### config.mk
export PLATFORM = sky130hd
export DESIGN_NAME = daily_schedule_trigger
export DESIGN_NICKNAME = d
export VERILOG_FILES = /design/src/rtl/dst_pkg.sv /design/src/rtl/dst_ctrl.sv /design/src/rtl/dst_datapath.sv /design/src/rtl/daily_schedule_trigger.sv
export SDC_FILE = /design/constraint.sdc
export NUM_CORES = 1
export LEC_CHECK = 0
export CORE_ASPECT_RATIO = 2
export CORE_UTILIZATION = 40
export CTS_BUF_LIST = sky130_fd_sc_hd__clkbuf_8
export CTS_CLUSTER_SIZE = 20
export DETAILED_ROUTE_END_ITERATION = 8
export DONT_BUFFER_PORTS = 1
export SLEW_MARGIN = 10
export SYNTH_ARGS = -nofsm -noshare
export SYNTH_HDL_FRONTEND = slang
export SYNTH_SLANG_ARGS = --single-unit
### constraint.sdc
create_clock -name clock -period 3.5 [get_ports clock]
set_input_delay 0.175 -clock clock [delete_from_list [all_inputs] [get_ports clock]]
set_output_delay 0.175 -clock clock [all_outputs]
set_load 0.01 [all_outputs]
### src/rtl/dst_pkg.sv
// Package for the daily schedule trigger.
// Word types, plan entry layout, command and result codes, control/status bundles.
// No dependencies.
package dst_pkg;

   localparam logic [1:0] CMD_TICK = 2'd0;
   localparam logic [1:0] CMD_LOAD = 2'd1;
   localparam logic [1:0] CMD_SET  = 2'd2;

   localparam logic KIND_STATUS = 1'b0;
   localparam logic KIND_FEED   = 1'b1;

   localparam int FEED_CNT_W = 4;
   localparam logic [FEED_CNT_W-1:0] MAX_FEEDS = 4'd8;

   localparam logic [5:0] SEC_LIMIT  = 6'd60;
   localparam logic [5:0] MIN_LIMIT  = 6'd60;
   localparam logic [4:0] HOUR_LIMIT = 5'd24;

   typedef struct packed {
      logic [1:0]  command;
      logic [2:0]  plan_index;
      logic [3:0]  device;
      logic [4:0]  hour;
      logic [5:0]  minute;
      logic [5:0]  second;
      logic [15:0] run_length;
      logic [3:0]  start_month;
      logic [4:0]  start_day;
      logic [3:0]  stop_month;
      logic [4:0]  stop_day;
   } req_type;

   typedef struct packed {
      logic        kind;
      logic [3:0]  feed_device;
      logic [15:0] feed_length;
      logic [4:0]  now_hour;
      logic [5:0]  now_minute;
      logic [5:0]  now_second;
      logic        day_end;
      logic        last;
   } rsp_type;

   typedef struct packed {
      logic [3:0]  device;
      logic [4:0]  hour;
      logic [5:0]  minute;
      logic [15:0] length;
      logic [3:0]  b_month;
      logic [4:0]  b_day;
      logic [3:0]  e_month;
      logic [4:0]  e_day;
   } plan_type;

   typedef struct packed {
      logic take_req;
      logic scan_rd;
      logic scan_ev;
      logic send_feed;
      logic send_status;
      logic idx_clear;
      logic idx_step;
   } ctrl_type;

   typedef struct packed {
      logic req_tick;
      logic fire_emit;
      logic idx_last;
      logic out_free;
   } stat_type;

endpackage

### src/rtl/dst_ctrl.sv
// Sequencer for the daily schedule trigger.
// Steps accept, plan scan, feed and status emission; drives dst_pkg::ctrl_type.
// Depends on dst_pkg.
module dst_ctrl (
   input  logic              clock,
   input  logic              reset,
   input  logic              req_valid,
   input  dst_pkg::stat_type stat,
   output dst_pkg::ctrl_type ctrl,
   output logic              req_stall
);

   typedef enum logic [4:0] {
      ST_IDLE   = 5'b00001,
      ST_READ   = 5'b00010,
      ST_EVAL   = 5'b00100,
      ST_EMIT   = 5'b01000,
      ST_STATUS = 5'b10000
   } state_type;

   state_type state_ff;
   state_type state_in;

   always_comb begin
      state_in = state_ff;
      ctrl     = '0;
      case (state_ff)
         ST_IDLE: begin
            if (req_valid) begin
               ctrl.take_req = 1'b1;
               if (stat.req_tick) begin
                  ctrl.idx_clear = 1'b1;
                  state_in       = ST_READ;
               end else begin
                  state_in = ST_STATUS;
               end
            end
         end
         ST_READ: begin
            ctrl.scan_rd = 1'b1;
            state_in     = ST_EVAL;
         end
         ST_EVAL: begin
            ctrl.scan_ev = 1'b1;
            if (stat.fire_emit) begin
               state_in = ST_EMIT;
            end else if (stat.idx_last) begin
               state_in = ST_STATUS;
            end else begin
               ctrl.idx_step = 1'b1;
               state_in      = ST_READ;
            end
         end
         ST_EMIT: begin
            if (stat.out_free) begin
               ctrl.send_feed = 1'b1;
               if (stat.idx_last) begin
                  state_in = ST_STATUS;
               end else begin
                  ctrl.idx_step = 1'b1;
                  state_in      = ST_READ;
               end
            end
         end
         ST_STATUS: begin
            if (stat.out_free) begin
               ctrl.send_status = 1'b1;
               state_in         = ST_IDLE;
            end
         end
         default: begin
            state_in = ST_IDLE;
         end
      endcase
   end

   always_ff @(posedge clock) begin
      if (reset) begin
         state_ff <= ST_IDLE;
      end else begin
         state_ff <= state_in;
      end
   end

   assign req_stall = (state_ff != ST_IDLE);

endmodule

### src/rtl/dst_datapath.sv
// Datapath for the daily schedule trigger.
// Clock and date registers, plan and count memories, slot flags, output word register.
// Depends on dst_pkg.
module dst_datapath #(
   parameter int PLAN_SLOTS = 8
) (
   input  logic              clock,
   input  logic              reset,
   input  dst_pkg::req_type  req,
   input  dst_pkg::ctrl_type ctrl,
   output dst_pkg::stat_type stat,
   input  logic              rsp_stall,
   output logic              rsp_valid,
   output dst_pkg::rsp_type  rsp
);

   localparam int SLOT_W = (PLAN_SLOTS > 1) ? $clog2(PLAN_SLOTS) : 1;

   logic [4:0] hour_ff, hour_in;
   logic [5:0] min_ff, min_in;
   logic [5:0] sec_ff, sec_in;
   logic [3:0] month_ff, month_in;
   logic [4:0] day_ff, day_in;
   logic       dayend_ff, dayend_in;

   logic [4:0] t_hour;
   logic [5:0] t_min;
   logic [5:0] t_sec;
   logic       t_dayend;

   logic [SLOT_W-1:0] idx_ff, idx_in;
   logic [dst_pkg::FEED_CNT_W-1:0] feed_cnt_ff, feed_cnt_in;
   logic [PLAN_SLOTS-1:0] valid_ff, valid_in;
   logic [PLAN_SLOTS-1:0] active_ff, active_in;

   dst_pkg::plan_type plan_mem [PLAN_SLOTS];
   logic [15:0]       elap_mem [PLAN_SLOTS];
   dst_pkg::plan_type plan_rd_ff;
   logic [15:0]       elap_rd_ff;

   dst_pkg::rsp_type rsp_ff, rsp_in;
   logic             rsp_valid_ff, rsp_valid_in;

   logic              load_hit;
   logic [SLOT_W-1:0] wr_idx;
   dst_pkg::plan_type wr_plan;
   logic              cur_valid;
   logic              cur_active;
   logic              after_begin;
   logic              before_end;
   logic              fire;
   logic [15:0]       elap_inc;
   logic              run_done;
   logic              out_free;

   // one-second advance with carries
   always_comb begin
      t_sec    = sec_ff + 6'd1;
      t_min    = min_ff;
      t_hour   = hour_ff;
      t_dayend = 1'b0;
      if (t_sec >= dst_pkg::SEC_LIMIT) begin
         t_sec = '0;
         t_min = min_ff + 6'd1;
      end
      if (t_min >= dst_pkg::MIN_LIMIT) begin
         t_min  = '0;
         t_hour = hour_ff + 5'd1;
      end
      if (t_hour >= dst_pkg::HOUR_LIMIT) begin
         t_hour   = '0;
         t_dayend = 1'b1;
      end
   end

   always_comb begin
      hour_in   = hour_ff;
      min_in    = min_ff;
      sec_in    = sec_ff;
      month_in  = month_ff;
      day_in    = day_ff;
      dayend_in = dayend_ff;
      if (ctrl.take_req) begin
         case (req.command)
            dst_pkg::CMD_TICK: begin
               hour_in   = t_hour;
               min_in    = t_min;
               sec_in    = t_sec;
               dayend_in = t_dayend;
            end
            dst_pkg::CMD_SET: begin
               hour_in   = req.hour;
               min_in    = req.minute;
               sec_in    = req.second;
               month_in  = req.start_month;
               day_in    = req.start_day;
               dayend_in = 1'b0;
            end
            default: begin
               dayend_in = 1'b0;
            end
         endcase
      end
   end

   assign load_hit = ctrl.take_req && (req.command == dst_pkg::CMD_LOAD) &&
                     (int'(req.plan_index) < PLAN_SLOTS);
   assign wr_idx   = SLOT_W'(req.plan_index);

   always_comb begin
      wr_plan.device  = req.device;
      wr_plan.hour    = req.hour;
      wr_plan.minute  = req.minute;
      wr_plan.length  = req.run_length;
      wr_plan.b_month = req.start_month;
      wr_plan.b_day   = req.start_day;
      wr_plan.e_month = req.stop_month;
      wr_plan.e_day   = req.stop_day;
   end

   assign cur_valid   = valid_ff[idx_ff];
   assign cur_active  = active_ff[idx_ff];
   assign after_begin = (month_ff > plan_rd_ff.b_month) ||
                        ((month_ff == plan_rd_ff.b_month) && (day_ff >= plan_rd_ff.b_day));
   assign before_end  = (month_ff < plan_rd_ff.e_month) ||
                        ((month_ff == plan_rd_ff.e_month) && (day_ff <= plan_rd_ff.e_day));
   assign fire        = cur_valid && !cur_active && after_begin && before_end &&
                        (hour_ff == plan_rd_ff.hour) && (min_ff == plan_rd_ff.minute);
   assign elap_inc    = elap_rd_ff + 16'd1;
   assign run_done    = (elap_inc >= plan_rd_ff.length) || (elap_inc == 16'd0);

   always_comb begin
      valid_in  = valid_ff;
      active_in = active_ff;
      if (load_hit) begin
         valid_in[wr_idx]  = 1'b1;
         active_in[wr_idx] = 1'b0;
      end
      if (ctrl.scan_ev && cur_valid) begin
         if (!cur_active) begin
            if (fire) begin
               active_in[idx_ff] = 1'b1;
            end
         end else if (run_done) begin
            active_in[idx_ff] = 1'b0;
         end
      end
   end

   // plan table and run counts, one write and one registered read each
   always_ff @(posedge clock) begin
      if (load_hit) begin
         plan_mem[wr_idx] <= wr_plan;
      end
      if (ctrl.scan_rd) begin
         plan_rd_ff <= plan_mem[idx_ff];
      end
   end

   always_ff @(posedge clock) begin
      if (ctrl.scan_ev && cur_valid) begin
         if (!cur_active) begin
            if (fire) begin
               elap_mem[idx_ff] <= '0;
            end
         end else if (run_done) begin
            elap_mem[idx_ff] <= '0;
         end else begin
            elap_mem[idx_ff] <= elap_inc;
         end
      end
      if (ctrl.scan_rd) begin
         elap_rd_ff <= elap_mem[idx_ff];
      end
   end

   always_comb begin
      idx_in = idx_ff;
      if (ctrl.idx_clear) begin
         idx_in = '0;
      end else if (ctrl.idx_step) begin
         idx_in = idx_ff + SLOT_W'(1);
      end
   end

   always_comb begin
      feed_cnt_in = feed_cnt_ff;
      if (ctrl.take_req) begin
         feed_cnt_in = '0;
      end else if (ctrl.send_feed) begin
         feed_cnt_in = feed_cnt_ff + dst_pkg::FEED_CNT_W'(1);
      end
   end

   assign out_free = !rsp_valid_ff || !rsp_stall;

   always_comb begin
      rsp_in       = rsp_ff;
      rsp_valid_in = rsp_valid_ff && rsp_stall;
      if (ctrl.send_feed || ctrl.send_status) begin
         rsp_valid_in       = 1'b1;
         rsp_in.now_hour    = hour_ff;
         rsp_in.now_minute  = min_ff;
         rsp_in.now_second  = sec_ff;
         rsp_in.day_end     = dayend_ff;
         if (ctrl.send_feed) begin
            rsp_in.kind        = dst_pkg::KIND_FEED;
            rsp_in.feed_device = plan_rd_ff.device;
            rsp_in.feed_length = plan_rd_ff.length;
            rsp_in.last        = 1'b0;
         end else begin
            rsp_in.kind        = dst_pkg::KIND_STATUS;
            rsp_in.feed_device = '0;
            rsp_in.feed_length = '0;
            rsp_in.last        = 1'b1;
         end
      end
   end

   always_ff @(posedge clock) begin
      if (reset) begin
         hour_ff      <= '0;
         min_ff       <= '0;
         sec_ff       <= '0;
         month_ff     <= 4'd1;
         day_ff       <= 5'd1;
         dayend_ff    <= 1'b0;
         idx_ff       <= '0;
         feed_cnt_ff  <= '0;
         valid_ff     <= '0;
         active_ff    <= '0;
         rsp_valid_ff <= 1'b0;
      end else begin
         hour_ff      <= hour_in;
         min_ff       <= min_in;
         sec_ff       <= sec_in;
         month_ff     <= month_in;
         day_ff       <= day_in;
         dayend_ff    <= dayend_in;
         idx_ff       <= idx_in;
         feed_cnt_ff  <= feed_cnt_in;
         valid_ff     <= valid_in;
         active_ff    <= active_in;
         rsp_valid_ff <= rsp_valid_in;
      end
   end

   always_ff @(posedge clock) begin
      rsp_ff <= rsp_in;
   end

   assign stat.req_tick  = (req.command == dst_pkg::CMD_TICK);
   assign stat.fire_emit = fire && (feed_cnt_ff < dst_pkg::MAX_FEEDS);
   assign stat.idx_last  = (idx_ff == SLOT_W'(PLAN_SLOTS - 1));
   assign stat.out_free  = out_free;

   assign rsp_valid = rsp_valid_ff;
   assign rsp       = rsp_ff;

endmodule

### src/rtl/daily_schedule_trigger.sv
// Daily schedule trigger: time-of-day clock, date and plan table with feed triggers.
// Request word in on req_, result words out on rsp_, valid/stall handshake on both.
// Usage:
//   A word is taken when req_valid is high and req_stall low. A tick advances the
//   clock one second and then scans the plan slots in order; each firing plan
//   gives a feed word (at most eight per tick), and every command ends with one
//   status word that carries last = 1. Load writes a plan slot; set loads clock
//   and date.
//   Load, set and unknown commands go from accept straight to the status word.
//   A tick scans the slots one at a time through the single read port of the plan
//   table (address, then evaluate), with an emit step for each feed word. req_stall
//   is high from accept until the status word is loaded into the output register.
//   The output register holds a word until it is taken; while it is full and rsp_stall
//   is high the scan halts at the next word to send and nothing is lost.
//   Reset (synchronous) clears the clock to 00:00:00, the date to month 1 day 1,
//   all plan slots to invalid and idle, and empties the output register.
module daily_schedule_trigger #(
   parameter int PLAN_SLOTS = 8
) (
   input  logic             clock,
   input  logic             reset,
   input  logic             req_valid,
   output logic             req_stall,
   input  dst_pkg::req_type req,
   output logic             rsp_valid,
   input  logic             rsp_stall,
   output dst_pkg::rsp_type rsp
);

   dst_pkg::ctrl_type ctrl;
   dst_pkg::stat_type stat;

   dst_ctrl u_ctrl (
      .clock     (clock),
      .reset     (reset),
      .req_valid (req_valid),
      .stat      (stat),
      .ctrl      (ctrl),
      .req_stall (req_stall)
   );

   dst_datapath #(
      .PLAN_SLOTS (PLAN_SLOTS)
   ) u_datapath (
      .clock     (clock),
      .reset     (reset),
      .req       (req),
      .ctrl      (ctrl),
      .stat      (stat),
      .rsp_stall (rsp_stall),
      .rsp_valid (rsp_valid),
      .rsp       (rsp)
   );

   a_last_on_status: assert property (@(posedge clock) disable iff (reset)
      rsp_valid |-> (rsp.last == (rsp.kind == dst_pkg::KIND_STATUS)))
      else $error("last flag does not match word kind");

   a_busy_after_accept: assert property (@(posedge clock) disable iff (reset)
      (req_valid && !req_stall) |=> req_stall)
      else $error("request port open right after accept");

   a_status_no_feed: assert property (@(posedge clock) disable iff (reset)
      (rsp_valid && (rsp.kind == dst_pkg::KIND_STATUS)) |->
      ((rsp.feed_device == 4'd0) && (rsp.feed_length == 16'd0)))
      else $error("status word carries feed data");

   a_hold_while_stalled: assert property (@(posedge clock) disable iff (reset)
      (rsp_valid && rsp_stall) |=> (rsp_valid && $stable(rsp)))
      else $error("stalled result word dropped or changed");

endmodule

==> summary.txt <==
Status: finished, final reports clean
Ports: 106
Via density: 5.66
Clock Latency Late Sink: 0.74 ns
Ys Warns: 0
Clock root cell: clkbuf_8
Setup Fix Bufs, Post-CTS: 0
Worst Setup End Kind: flop
Die Ht: 364 µm
Setup WS post-layout: 0.208 ns
Horiz. Die Dim: 183 µm
RSZ-0062 raised after global routing: false
Synthesized instance count: 1,651
Nets: 1,913
Clock-pin slew on the worst setup and hold paths: 0.08 ns
Routability cong.: 0.848
Min-Delay Path Class: in2reg
Number of detailed-route iterations in the first pass: 5
Fill count: 5,605
H-tree depth: 3
PwrDens: 496 nW/µm²
Post-route minimum period: 3.29 ns
CTS tree: yes
Share of post-route cells with drive strength above 1: 0.135
Number of synthesized register bits: 681
Number of global-route vias before repair: 16,388
Vias: 15,570
Remaining DRCs: 0
Final core utilization: 0.470
Setup TNS: 0 ns
Synthesized net count: 1,757
Clock buffer depth: 3
Initial antenna violation count: 11
Synth Area per Inst: 15.9 µm²
Post-DRT Antenna Nets: 0
Num rows: 132
Worst IR Drop VDD: 0.266 mV
Slowest CP cell: edfxtp_1
CP Launch Type: flop
Post-synth cell types: 78
Static Leak: 9.67 nW
GR Util All Layers: 0.212
Detailed placement HPWL: 41.6 mm
Slew headroom: 0.451
Req. time, crit path: 4.09 ns
Synth async-reset ratio: 0
Final Hold Viols: 0
Iteration-0 DRC Markers: 1,287
Dpl ws: 0.144 ns
Largest stage delay on the critical path: 0.47 ns
Synth Cell Area: 26,300 µm²
Die area: 66,700 µm²
Maxcap violations: 0
Period utilization: 0.941
TritonCTS buffer count: 88
Starting Density: 0.405
Area delta synth->final: 15.8%
GRT overflow: 0
Number of I/O port buffers: 0
Number of synthesized flops with an enable pin: 625
First-pass GRT wire length: 103 mm
Worst slew pin tran: 0.820 ns
Core area: 64,700 µm²
Clock Sink Count: 681
DR WL/cell: 25.2 µm
Drt total wl: 69.3 mm
Worst setup path class: reg2reg
Fmax: 0.304 GHz
Pin count of the biggest net entering global routing: 66
Setup Skew: 0.0458 ns
Max-slew violations: 0
Final setup violating endpoints: 0
Sequential-to-total area share from yosys stat: 0.758
Cell breakdown of the critical path: nand3_2, nor3_1, xor2_1, ha_1, nand4_1, a21oi_1, o31ai_1, o211ai_1, inv_1, nand3_2, buf_4, nor2b_1, buf_4
CP max FO: 11
Critical path data arrival time: 3.88 ns
Top FF cell, synth: edfxtp_1
[layout make-up]
class | count | area [µm²] | share of cell area
diodes | 8 | 20.0 | 0.000659
clock inverters | 68 | 424 | 0.0140
flip-flops and latches | 681 | 19900 | 0.654
well taps | 871 | 1090 | 0.0359
repair buffers | 156 | 1670 | 0.0550
multi-input cells | 818 | 5840 | 0.192
clock buffers | 89 | 1220 | 0.0403
inverters | 62 | 234 | 0.00770
[cells in the mapped netlist (3+ instances only)]
cell,count,area (µm²)
mux2i_1,7,70.1
a31oi_1,9,56.3
o21ai_0,14,70.1
nand4_1,81,507
clkbuf_1,71,267
xor2_1,13,114
a22oi_1,270,2030
a211o_1,4,35.0
and2_1,11,68.8
nand3b_1,5,37.5
nor2b_1,25,156
nor4_1,4,25.0
inv_1,61,229
or3_1,4,25.0
and3_1,6,37.5
mux4_2,4,90.1
o22ai_1,6,37.5
a21o_1,6,45.0
o211ai_1,3,22.5
xnor2_1,21,184
buf_1,10,37.5
nand2b_1,13,81.3
ha_1,42,526
nand2_1,57,214
nor3_1,19,95.1
or2_2,4,25.0
a21oi_1,45,225
buf_2,7,35.0
nor2_1,56,210
edfxtp_1,625,18800
a211oi_1,13,97.6
nor3b_1,5,37.5
a221oi_1,3,26.3
dfxtp_1,56,1120
nand3_1,18,90.1
[metal layers]
metal / wire length (µm) / GRT usage / vias to the layer above
met4: 2750 / 0.105 / 6
li1: - / - / 6917
met3: 4370 / 0.0397 / 159
met1: 25400 / 0.234 / 7856
met2: 36700 / 0.386 / 632
met5: 37 / 0 / -
[repair_timing]
action	in CTS	in global routing
setup endpoints to repair	0	68
hold endpoints to repair	519	0
hold buffers	73	0
resized for setup	0	2
[layout by cell type, fill, tap and decap left out, drive strengths merged, types with 42 or more instances in the layout]
cell type | synthesis | routed
nand4 | 83 | 83
edfxtp | 625 | 625
dlygate4sd3 | 0 | 72
nand2 | 58 | 58
ha | 42 | 42
inv | 61 | 86
a21oi | 45 | 45
buf | 18 | 84
a22oi | 270 | 270
nor2 | 57 | 57
clkbuf | 72 | 89
dfxtp | 56 | 56
[path summary, 6_finish.rpt]
kind                                 startpoint  cells after the start                             endpoint  slack [ns]
max          u_datapath.elap_rd_ff[2]$_DFFE_PP_                     13  u_datapath.elap_mem[6][3]$_DFFE_PP_        0.21
min                                     req[59]                      4   u_datapath.active_ff[5]$_SDFF_PP0_        0.09
max reg2reg  u_datapath.elap_rd_ff[2]$_DFFE_PP_                     13  u_datapath.elap_mem[6][3]$_DFFE_PP_        0.21
min reg2reg   u_datapath.dayend_ff$_SDFFE_PP0P_                      0          u_datapath.rsp[1]$_DFFE_PP_        0.43
[flip-flops by register name, indices dropped and copies added, names as in the netlist]
signal and count:
u_datapath.elap_rd_ff 16, u_datapath.sec_ff 6, u_datapath.hour_ff 5, u_ctrl.state_ff 5
u_datapath.month_ff 4, u_datapath.feed_cnt_ff 4, u_datapath.day_ff 5, u_datapath.idx_ff 3
u_datapath.min_ff 6, u_datapath.rsp_valid 1, u_datapath.dayend_ff 1, u_datapath.elap_mem 128
u_datapath.active_ff 8, u_datapath.plan_mem 392, u_datapath.rsp 40, u_datapath.valid_ff 8
u_datapath.plan_rd_ff 49
[logic make-up (layout without fill, tap and decap cells)]
kind of cell / Yosys count / after routing / synth area share
flip-flops: 681 / 681 / 0.758
AO/OA/AOI/OAI: 406 / 406 / 0.113
AND/OR/NAND/NOR: 324 / 324 / 0.0691
buffers and inverters: 152 / 375 / 0.0224
adder cells (fa/ha/maj): 42 / 42 / 0.0200
XOR/XNOR: 34 / 34 / 0.0113
multiplexers: 12 / 12 / 0.00653
other: 0 / 8 / 0
[critical path: cells and delay by family (launching register included)]
family / cells / cell delay [ns]
XOR/XNOR: 1 / 0.35
AO/OA/AOI/OAI: 3 / 0.47
AND/OR/NAND/NOR: 5 / 1.00
flip-flops: 1 / 0.47
adder cells (fa/ha/maj): 1 / 0.34
buffers and inverters: 3 / 0.52
[through the flow]
stage,hold WS [ns],total power [W],std cells,instance area (µm²)
floorplan,0.274,0.00939,1651,26300
global placement,0.252,0.00949,2515,28000
detailed placement,0.259,0.00949,2515,28000
CTS,0.00927,0.0152,2745,30400
global route,0.137,0.0156,2753,30400
finish,0.0868,0.0151,2753,30400
[power breakdown]
group	internal, W	leakage (nW)	switching [W]
registers	0.00894	5.91	0.0000701
clock network	0.00269	0.926	0.00293
logic	0.000160	2.83	0.000294
total	0.0118	9.67	0.00329
Note: power is estimated with default switching activity, not from simulation.
